===== src/hdl/gcic_pkg.sv =====
// ----------------------------------------------------------------------------
// gcic_pkg: shared constants and types for the grid cell comparator
// Register indexes, reset values, accuracy codes and the closed-cell sum record.
// ----------------------------------------------------------------------------
package gcic_pkg;

   localparam int MAX_GRID_DEF  = 64;
   localparam int MAX_DIM_DEF   = 4096;
   localparam int FRAC_BITS_DEF = 16;

   // register indexes
   localparam logic [2:0] REG_WIDTH     = 3'd0;
   localparam logic [2:0] REG_HEIGHT    = 3'd1;
   localparam logic [2:0] REG_GRID      = 3'd2;
   localparam logic [2:0] REG_PARCHMENT = 3'd3;
   localparam logic [2:0] REG_TOLERANCE = 3'd4;
   localparam logic [2:0] REG_ACCURATE  = 3'd5;

   localparam logic [12:0] RST_WIDTH     = 13'd640;
   localparam logic [12:0] RST_HEIGHT    = 13'd480;
   localparam logic [6:0]  RST_GRID      = 7'd16;
   localparam logic [15:0] RST_PARCHMENT = 16'd58982;
   localparam logic [15:0] RST_TOLERANCE = 16'd3277;
   localparam logic [15:0] RST_ACCURATE  = 16'd52429;

   // accuracy codes
   localparam logic [1:0] ACC_UNMAPPED   = 2'd0;
   localparam logic [1:0] ACC_ACCURATE   = 2'd1;
   localparam logic [1:0] ACC_INACCURATE = 2'd2;

   // closed cell handed from the accumulator to the scorer
   // (count reaches 2^24 for one cell over a full 4096 by 4096 frame)
   typedef struct packed {
      logic [5:0]  col;
      logic [5:0]  row;
      logic        last;
      logic [24:0] count;
      logic [31:0] cr, cg, cb, ca, rr, rg, rb, ra;
   } cell_type;

endpackage


===== src/hdl/gcic_divider.sv =====
// ----------------------------------------------------------------------------
// gcic_divider: restoring divider, one quotient bit per cycle
// Computes round(num * 2^FRAC / den), half up.
// ----------------------------------------------------------------------------
module gcic_divider
   import gcic_pkg::*;
#(
   parameter int FRAC_BITS = FRAC_BITS_DEF
) (
   input  logic        clock,
   input  logic        reset,
   input  logic        start,
   input  logic [47:0] num,
   input  logic [47:0] den,
   output logic        done,
   output logic [47:0] quot
);
   localparam int TOT   = 48 + FRAC_BITS + 1;
   localparam int CNT_W = $clog2(TOT + 1);

   logic [TOT-1:0]   shreg_ff, shreg_in;
   logic [48:0]      rem_ff, rem_in;
   logic [47:0]      den_ff;
   logic [CNT_W-1:0] cnt_ff, cnt_in;
   logic             busy_ff, busy_in, done_ff, done_in;
   logic [48:0]      trial;

   // shift in one numerator bit, subtract when possible
   always_comb begin
      shreg_in = shreg_ff;
      rem_in   = rem_ff;
      cnt_in   = cnt_ff;
      busy_in  = busy_ff;
      done_in  = 1'b0;
      trial    = {rem_ff[47:0], shreg_ff[TOT-1]};
      if (start) begin
         shreg_in = {num, {(FRAC_BITS + 1){1'b0}}};
         rem_in   = '0;
         cnt_in   = CNT_W'(TOT);
         busy_in  = 1'b1;
      end else if (busy_ff) begin
         if (trial >= {1'b0, den_ff}) begin
            rem_in   = trial - {1'b0, den_ff};
            shreg_in = {shreg_ff[TOT-2:0], 1'b1};
         end else begin
            rem_in   = trial;
            shreg_in = {shreg_ff[TOT-2:0], 1'b0};
         end
         cnt_in = cnt_ff - 1'b1;
         if (cnt_ff == CNT_W'(1)) begin
            busy_in = 1'b0;
            done_in = 1'b1;
         end
      end
   end

   always_ff @(posedge clock) begin
      if (reset) begin
         busy_ff <= 1'b0;
         done_ff <= 1'b0;
         cnt_ff  <= '0;
      end else begin
         busy_ff <= busy_in;
         done_ff <= done_in;
         cnt_ff  <= cnt_in;
      end
      shreg_ff <= shreg_in;
      rem_ff   <= rem_in;
      if (start) den_ff <= den;
   end

   logic [TOT:0] rounded;
   assign rounded = {1'b0, shreg_ff} + 1'b1;
   assign done = done_ff;
   assign quot = 48'(rounded[TOT:1]);
endmodule


===== src/hdl/gcic_scorer.sv =====
// ----------------------------------------------------------------------------
// gcic_scorer: turns a closed cell's sums into similarity and accuracy
// Sequence: luma mults and L1 sum, luma divide, L1 divide (skipped for a blank cell), classify.
// ----------------------------------------------------------------------------
module gcic_scorer
   import gcic_pkg::*;
#(
   parameter int FRAC_BITS = FRAC_BITS_DEF
) (
   input  logic        clock,
   input  logic        reset,
   input  logic        cell_valid,
   output logic        cell_ready,
   input  cell_type    cell_rec,
   input  logic [15:0] parchment_luma,
   input  logic [15:0] blank_tolerance,
   input  logic [15:0] accurate_threshold,
   output logic        out_valid,
   input  logic        out_ready,
   output logic [5:0]  out_col,
   output logic [5:0]  out_row,
   output logic [15:0] out_sim,
   output logic [1:0]  out_acc,
   output logic        out_last
);
   localparam logic [2:0] ST_IDLE = 3'd0;
   localparam logic [2:0] ST_MUL  = 3'd1;
   localparam logic [2:0] ST_LUMA = 3'd2;
   localparam logic [2:0] ST_WLUM = 3'd3;
   localparam logic [2:0] ST_L1   = 3'd4;
   localparam logic [2:0] ST_WL1  = 3'd5;
   localparam logic [2:0] ST_OUT  = 3'd6;
   localparam logic [48:0] ONE = 49'(1) << FRAC_BITS;

   logic [2:0]  state_ff, state_in;
   cell_type    cell_ff;
   logic [47:0] pr_ff, pg_ff, pb_ff, d_ff;
   logic [47:0] den_luma_ff, den_l1_ff;
   logic        div_start;
   logic [47:0] div_num, div_den, div_q;
   logic        div_done;
   logic [15:0] sim_ff;
   logic [1:0]  acc_ff;
   logic        ovalid_ff;
   logic        out_load;

   gcic_divider #(.FRAC_BITS(FRAC_BITS)) u_div (
      .clock(clock), .reset(reset), .start(div_start),
      .num(div_num), .den(div_den), .done(div_done), .quot(div_q)
   );

   function automatic logic [32:0] adiff(input logic [31:0] a, input logic [31:0] b);
      adiff = (a > b) ? {1'b0, a - b} : {1'b0, b - a};
   endfunction

   logic [34:0] dsum;
   logic [48:0] lumad, simv;
   assign dsum = 35'(adiff(cell_ff.cr, cell_ff.rr)) + 35'(adiff(cell_ff.cg, cell_ff.rg))
               + 35'(adiff(cell_ff.cb, cell_ff.rb)) + 35'(adiff(cell_ff.ca, cell_ff.ra));
   // luma distance from parchment, taken straight off the divider
   assign lumad = (div_q > 48'(parchment_luma)) ? 49'(div_q - 48'(parchment_luma))
                                                 : 49'(48'(parchment_luma) - div_q);
   assign simv = ONE - {1'b0, div_q};

   assign cell_ready = (state_ff == ST_IDLE);
   assign div_start  = (state_ff == ST_LUMA) || (state_ff == ST_L1);
   assign div_num    = (state_ff == ST_LUMA) ? (pr_ff + pg_ff + pb_ff) : d_ff;
   assign div_den    = (state_ff == ST_LUMA) ? den_luma_ff : den_l1_ff;
   assign out_load   = (state_ff == ST_OUT) && (!ovalid_ff || out_ready);

   // sequence one cell through the shared divider
   always_comb begin
      state_in = state_ff;
      case (state_ff)
         ST_IDLE: if (cell_valid) state_in = ST_MUL;
         ST_MUL:  state_in = ST_LUMA;
         ST_LUMA: state_in = ST_WLUM;
         ST_WLUM: begin
            if (div_done) begin
               if (lumad < 49'(blank_tolerance))
                  state_in = ST_OUT;
               else
                  state_in = ST_L1;
            end
         end
         ST_L1:  state_in = ST_WL1;
         ST_WL1: if (div_done) state_in = ST_OUT;
         ST_OUT: if (!ovalid_ff || out_ready) state_in = ST_IDLE;
         default: state_in = ST_IDLE;
      endcase
   end

   always_ff @(posedge clock) begin
      if (reset) begin
         state_ff  <= ST_IDLE;
         ovalid_ff <= 1'b0;
      end else begin
         state_ff <= state_in;
         if (out_load) ovalid_ff <= 1'b1;
         else if (out_ready) ovalid_ff <= 1'b0;
      end
      if (state_ff == ST_IDLE && cell_valid) cell_ff <= cell_rec;
      // multiplies, one register stage before the sum
      if (state_ff == ST_MUL) begin
         pr_ff       <= 48'(cell_ff.cr) * 48'd2126;
         pg_ff       <= 48'(cell_ff.cg) * 48'd7152;
         pb_ff       <= 48'(cell_ff.cb) * 48'd722;
         den_luma_ff <= 48'(cell_ff.count) * 48'd2550000;
         den_l1_ff   <= 48'(cell_ff.count) * 48'd1020;
         d_ff        <= 48'(dsum);
      end
      if (state_ff == ST_WLUM && div_done) begin
         sim_ff  <= '0;
         acc_ff  <= ACC_UNMAPPED;
      end
      if (state_ff == ST_WL1 && div_done) begin
         if (div_q == 48'd0) sim_ff <= 16'(ONE - 49'd1);
         else sim_ff <= 16'(simv);
         if (((div_q == 48'd0) ? (ONE - 49'd1) : simv) >= 49'(accurate_threshold))
            acc_ff <= ACC_ACCURATE;
         else
            acc_ff <= ACC_INACCURATE;
      end
      if (out_load) begin
         out_col  <= cell_ff.col;
         out_row  <= cell_ff.row;
         out_sim  <= sim_ff;
         out_acc  <= acc_ff;
         out_last <= cell_ff.last;
      end
   end

   assign out_valid = ovalid_ff;
endmodule


===== config.mk =====
export PLATFORM = sky130hd
export DESIGN_NAME = gcic_scorer
export DESIGN_NICKNAME = d
export VERILOG_FILES = /design/src/hdl/gcic_pkg.sv /design/src/hdl/gcic_divider.sv /design/src/hdl/gcic_scorer.sv
export SDC_FILE = /design/constraint.sdc
export NUM_CORES = 2
export LEC_CHECK = 0
export BUFFER_PORTS_ARGS = -buffer_cell sky130_fd_sc_hd__buf_2
export CORE_MARGIN = 1
export CORE_UTILIZATION = 30
export DETAILED_ROUTE_END_ITERATION = 8
export PLACE_DENSITY = 0.54
export SETUP_SLACK_MARGIN = 0.5
export SKIP_CTS_REPAIR_TIMING = 1
export SLEW_MARGIN = 20
export SYNTH_ARGS = -nofsm -noshare
export SYNTH_HDL_FRONTEND = slang
export SYNTH_HIERARCHICAL = 1
export SYNTH_SLANG_ARGS = --single-unit
export TNS_END_PERCENT = 20

===== constraint.sdc =====
create_clock -name clock -period 27.3 [get_ports clock]
set_clock_uncertainty 0.1 [all_clocks]
set_input_delay 1.365 -clock clock [delete_from_list [all_inputs] [get_ports clock]]
set_output_delay 1.365 -clock clock [all_outputs]
set_load 0.03 [all_outputs]

* After elaboration in Yosys (flattened, before gate mapping)
Cells that the tools add are included.
** Storage, ports and cells
- Register bits :: 753
- Output and inout port bits :: 33
- Word-level logic and storage cells :: 128
** Cells by class
- Add/subtract/negate cells :: 19
- $mul :: 5
- Order comparisons :: 8
- Eq/ne operators :: 11
- Multiplexer cells :: 32
- Bitwise operators :: 1
- Reductions and logical operators :: 15
** Operators by type and width (number)
- subtractor 32 bit :: 8
- two-way mux 65 bit :: 2
- greater-than comparator 32 bit :: 4
- two-way mux 32 bit :: 4
- two-way mux 49 bit :: 2
- multiplier 32 x 9 -> 41 bit, second input constant :: 2
- adder 49 x 1 -> 49 bit, second input constant :: 1
- >= comparator 49 x 16 -> 1 bit :: 1
- >= comparator 49 x 48 -> 1 bit :: 1
- < comparator 49 x 16 -> 1 bit :: 1
- subtractor 16 x 48 -> 49 bit :: 1
- subtractor 17 x 48 -> 49 bit, first input constant :: 1
- subtractor 48 x 16 -> 49 bit :: 1
- greater-than comparator 48 x 16 -> 1 bit :: 1
- zero test 48 bit :: 1
- two-way mux 16 bit :: 3
- two-way mux 48 bit :: 1
- subtractor 48 bit :: 1
- adder 46 x 42 -> 47 bit :: 1
- two-way mux 47 bit :: 1
- adder 44 x 45 -> 46 bit :: 1
- multiplier 25 x 18 -> 43 bit, second input constant :: 1
- multiplier 32 x 11 -> 43 bit, second input constant :: 1
- adder 34 x 32 -> 35 bit :: 1
- other kinds (25) :: 49

* Depth between registers and ports, before layout
- Depth in word-level cells :: 7
- Mapped depth :: 34
- Depth with buffers taken out :: 31

* Cells and area by module
The synthesis kept the hierarchy.
** Modules (own cells, without submodules)
- gcic_scorer :: times used 1, cells an instance 7094, area each 69225.1 um^2, sequential area each 17376.7 um^2
- gcic_divider :: times used 1, cells an instance 1154, area each 10377.5 um^2, sequential area each 4364.2 um^2

* Worst setup path before layout
No wires, ideal clock.
- Path type :: flip-flop to flip-flop
- Start point :: register state_ff[0]
- End point :: register d_ff[0], enable pin
- Setup time :: 1160 ps
- Arrival :: 17438 ps
- Required time :: 26040 ps
- Setup slack :: 8602 ps
- Cell stages (with the launch flop) :: 3
- Cell sequence :: dfxtp_1 clkbuf_1 nor3b_1
** Between the ends
- Cells in the longest elaborated chain, start to end :: 1
** Ends and longest elaborated chain
- start: declaration :: line gcic_scorer.sv:35 : logic [2:0] state_ff, state_in;
- start signal: assignment :: line gcic_scorer.sv:98 : state_ff <= state_in;
- == test 3 x 1 -> 1 bit :: line gcic_scorer.sv:104 : if (state_ff == ST_MUL) begin
- end signal: assignment :: line gcic_scorer.sv:110 : d_ff <= 48'(dsum);
- end: declaration :: line gcic_scorer.sv:37 : logic [47:0] pr_ff, pg_ff, pb_ff, d_ff;
Every way passes these cells.
A chain may end at the register's enable or synchronous reset.

* Worst setup path after layout
- Start point :: register cell_ff[217] (netlist bit)
- End point :: register d_ff[33] (data pin)
** Between the ends
- Cells in the longest elaborated chain, start to end :: 5
- Elaborated cells between the ends (all ways) :: 7
- Classes of those cells :: add/sub (5); order compare (1); mux (1)
** Ends and longest elaborated chain
- start: declaration :: line gcic_scorer.sv:36 : cell_type cell_ff;
- start signal: assignment :: line gcic_scorer.sv:102 : if (state_ff == ST_IDLE && cell_valid) cell_ff <= cell_rec;
- subtractor 32 bit or greater-than comparator 32 bit (tied branches) :: line gcic_scorer.sv:53 : adiff = (a > b) ? {1'b0, a - b} : {1'b0, b - a};
- two-way mux 32 bit * :: line gcic_scorer.sv:53
- adder 32 x 32 -> 33 bit * :: line gcic_scorer.sv:58 : assign dsum = 35'(adiff(cell_ff.cr, cell_ff.rr)) + 35'(adiff(cell_ff.cg, cell_ff.rg))
- adder 33 x 32 -> 34 bit * :: line gcic_scorer.sv:59 : + 35'(adiff(cell_ff.cb, cell_ff.rb)) + 35'(adiff(cell_ff.ca, cell_ff.ra));
- adder 34 x 32 -> 35 bit * :: line gcic_scorer.sv:59
- via dsum[33] :: line gcic_scorer.sv:56 : logic [34:0] dsum;
The timed path passes the listed nets; every way through them passes the cells marked *.

==> impl_results.md <==
- Status: finished, final reports clean
- Sequential element share of the synthesized area: approximately 27%
- CP endpoint kind: flop
- Post-route setup slack: ~18 ns
- Rel. slew slack: a little over a quarter
- Global-route met1 utilization: 26.31%
- Initial antenna violation count: 56
- Ys Warns: 6
- Routed Antenna Nets: 0
- Row count: 188
- Synth area leader: edfxtp_1
- Overall Power: around 12000 µW
- I/O pin count: between 300 and 400
- Synth-to-Final Area Change: 11.39%
- GRT met2 Usage: just under 30%
- Slowest cell delay on critical path: about 0.8 ns
- Placed cell count: ~12000
- Finish-stage setup viols: 0
- First-pass GRT wire length: 374200 µm
- All-layer global routing usage: 18.54%
- Worst-skew pair later-pin latency: approximately 0.73 ns
- Initial Utilization: between 30 and 40%
- Core Box Area: 0.2630 mm²
- Max FO, Critical Path: 52
- Placed Instance Area: 0.08536 mm²
- Area occupied by multi-input gates: a little over 0.05 mm²
- GR Overflow Total: 0
- Final layout net count: 10580
- CP dominant cell by count: a21oi_1
- Buffers on Ports: around 380
- Clk slew on worst S/H paths: about 0.060 ns
- Post-DP HPWL: roughly 210000 µm
- Final setup TNS: 0 ns
- Yosys top cell area share: between 20 and 30%
- WS Path Type: reg2reg
- Met3 GRT Util: 2.957%
- Layout cells sized above 1: roughly 7.5%
- Worst Path Arrival: around 9.5 ns
- Longest Clk Path Bufs: 3
- Fmax: around 110 MHz
- Root Driver: clkbuf_16
- EDFF count, synth: between 600 and 700
- Final critical-path share of the clock period: 33.57%
- RePlAce Congestion: between 0.9 and 1
- Power Density: approximately 140 mW/mm²
- Post-synth ARST share: 0%
- Avg WL per Cell: between 20 and 25 µm
- CTS Sinks: 750
- Seq cells post-synth: 750
- CTS Buf Count: 95
- Final hold viol count: 0
- Pre-CTS setup slack: about 18 ns
- Slew @ Worst Pin: between 1 and 1.5 ns
- Maximum VDD drop: around 150 µV
- Hold Path Class: reg2reg
- Chip Height: between 500 and 600 µm
- Register Area: approximately 0.022 mm²
- Die area: approximately 0.27 mm²
- Slowest CP cell: nor4_1
- Post-synth top cells: inv_1, ha_1, fa_1
- Hold Path Depth: 0
- Syn Area/Cell: 9.651 µm²
- # fillers: 27130
- Design Area, Final: 0.08867 mm²
- Worst R2R Path Depth: 28
- Dominant synthesized flop cell: edfxtp_1
- DIE WIDTH: about 520 µm
- Initial DRC count: about 3800
- Syn Std Cell Area: 0.07960 mm²
- RSZ-0062 raised after global routing: false
- Post-layout min period: a little over 9 ns
- WP data required: 27.66 ns
- DRC violations left: 0
- Final Instance Count excl. Fillers: 12140
- Cells after Synth: 8248
- Largest net degree at the start of global routing: 170
- Drt first pass iters: 5
- WL final: about 250000 µm
- Top-count cell post-synth: inv_1
- H-tree levels: 3
- Gr busiest metal: met2
- Count of different cell masters after synthesis: between 90 and 100
- Synth top area cells: edfxtp_1, fa_1, ha_1
- LEAKAGE: 0.04115 µW
- CTS tree: done
- Via density: roughly 4.9
- Crit start category: flop
- Via count of the first global-routing pass: 59410
- Via count: around 59000
- Max-Cap Viols: 0
- Pins Over Slew Limit: 0
## report_power, final
part | internal, µW | total (µW) | leakage, µW | switching, µW
registers | 1920 | 2100 | 0.00700 | 174
logic | 3640 | 9050 | 0.0326 | 5410
clock network | 775 | 1330 | 0.00157 | 554
## layout make-up
type	instances	share of cell area (%)
Sequential cell	750	24.52
Timing Repair Buffer	409	2.461
Clock buffer	126	2.997
Inverter	1520	6.435
Multi-Input combinational cell	5763	57.92
Clock inverter	50	0.6731
Tap cell	3515	4.960
Antenna cell	10	0.02822
## stage by stage
stage	hold slack (ns)	utilization [%]
2_1_floorplan	0.3003	-
3_5_place_dp	0.3054	32.46
3_3_place_gp	0.3003	32.46
5_1_grt	0.3237	33.71
4_1_cts	0.3196	33.70
6_report	0.3191	33.72
## cell usage in the layout, fill, tap and decap left out, drive strengths merged, types with 86 or more instances in the layout
cell    instances
edfxtp        672
nand2         453
xor2          158
nor3           86
nor2          412
inv          1528
a21oi         641
nand3         102
nor2b          86
xnor2         312
buf           409
a21o          278
clkbuf        126
ha           1004
nand4         111
a211oi         92
o21bai        147
fa            693
o21ai         399
## worst max-delay path, delay by kind of cell (launching register included)
kind	cells	cell delay, ns
xor+xnor	1	0.21
fa+ha+maj	4	1.89
mux	1	0.37
compound gates	13	2.92
flops	1	0.55
buf+inv	3	0.42
simple gates	6	2.40
## routing by layer
metal	routed length [µm]	vias up
met2	112300	1395
li1	-	28660
met4	4640	42
met3	14570	224
met1	117900	29020
met5	237	-
## sequential cells by signal (all words and copies together), names as in the netlist
signal	cells
den_l1_ff	33
out_sim	16
pb_ff	41
u_div/cnt_ff	7
acc_ff	2
u_div/busy_ff	1
out_col	6
u_div/shreg_ff	65
u_div/den_ff	48
d_ff	34
out_row	6
sim_ff	16
pr_ff	43
cell_ff	294
u_div/done	1
u_div/rem_ff	48
den_luma_ff	41
out_acc	2
out_valid	1
state_ff	3
out_last	1
pg_ff	41
## kinds of logic after synthesis
group                    count (synthesis)  share of synthesized area (%)
AO/OA/AOI/OAI                         1954                          15.48
buffers and inverters                 1739                          8.276
adder cells (fa/ha/maj)               1697                          33.21
AND/OR/NAND/NOR                       1548                          9.409
flip-flops                             750                          27.31
XOR/XNOR                               470                          5.171
multiplexers                            89                          1.143
other                                    1                       0.004711
## worst paths after layout
path / start / end / slack, ns
min: cell_ff[292]$_DFFE_PP_ / out_col[4]$_DFFE_PP_ / 0.32
min reg2reg: cell_ff[292]$_DFFE_PP_ / out_col[4]$_DFFE_PP_ / 0.32
max: cell_ff[217]$_DFFE_PP_ / d_ff[33]$_DFFE_PP_ / 18.14
max reg2reg: cell_ff[217]$_DFFE_PP_ / d_ff[33]$_DFFE_PP_ / 18.14
Note: power is estimated with default switching activity, not from simulation.
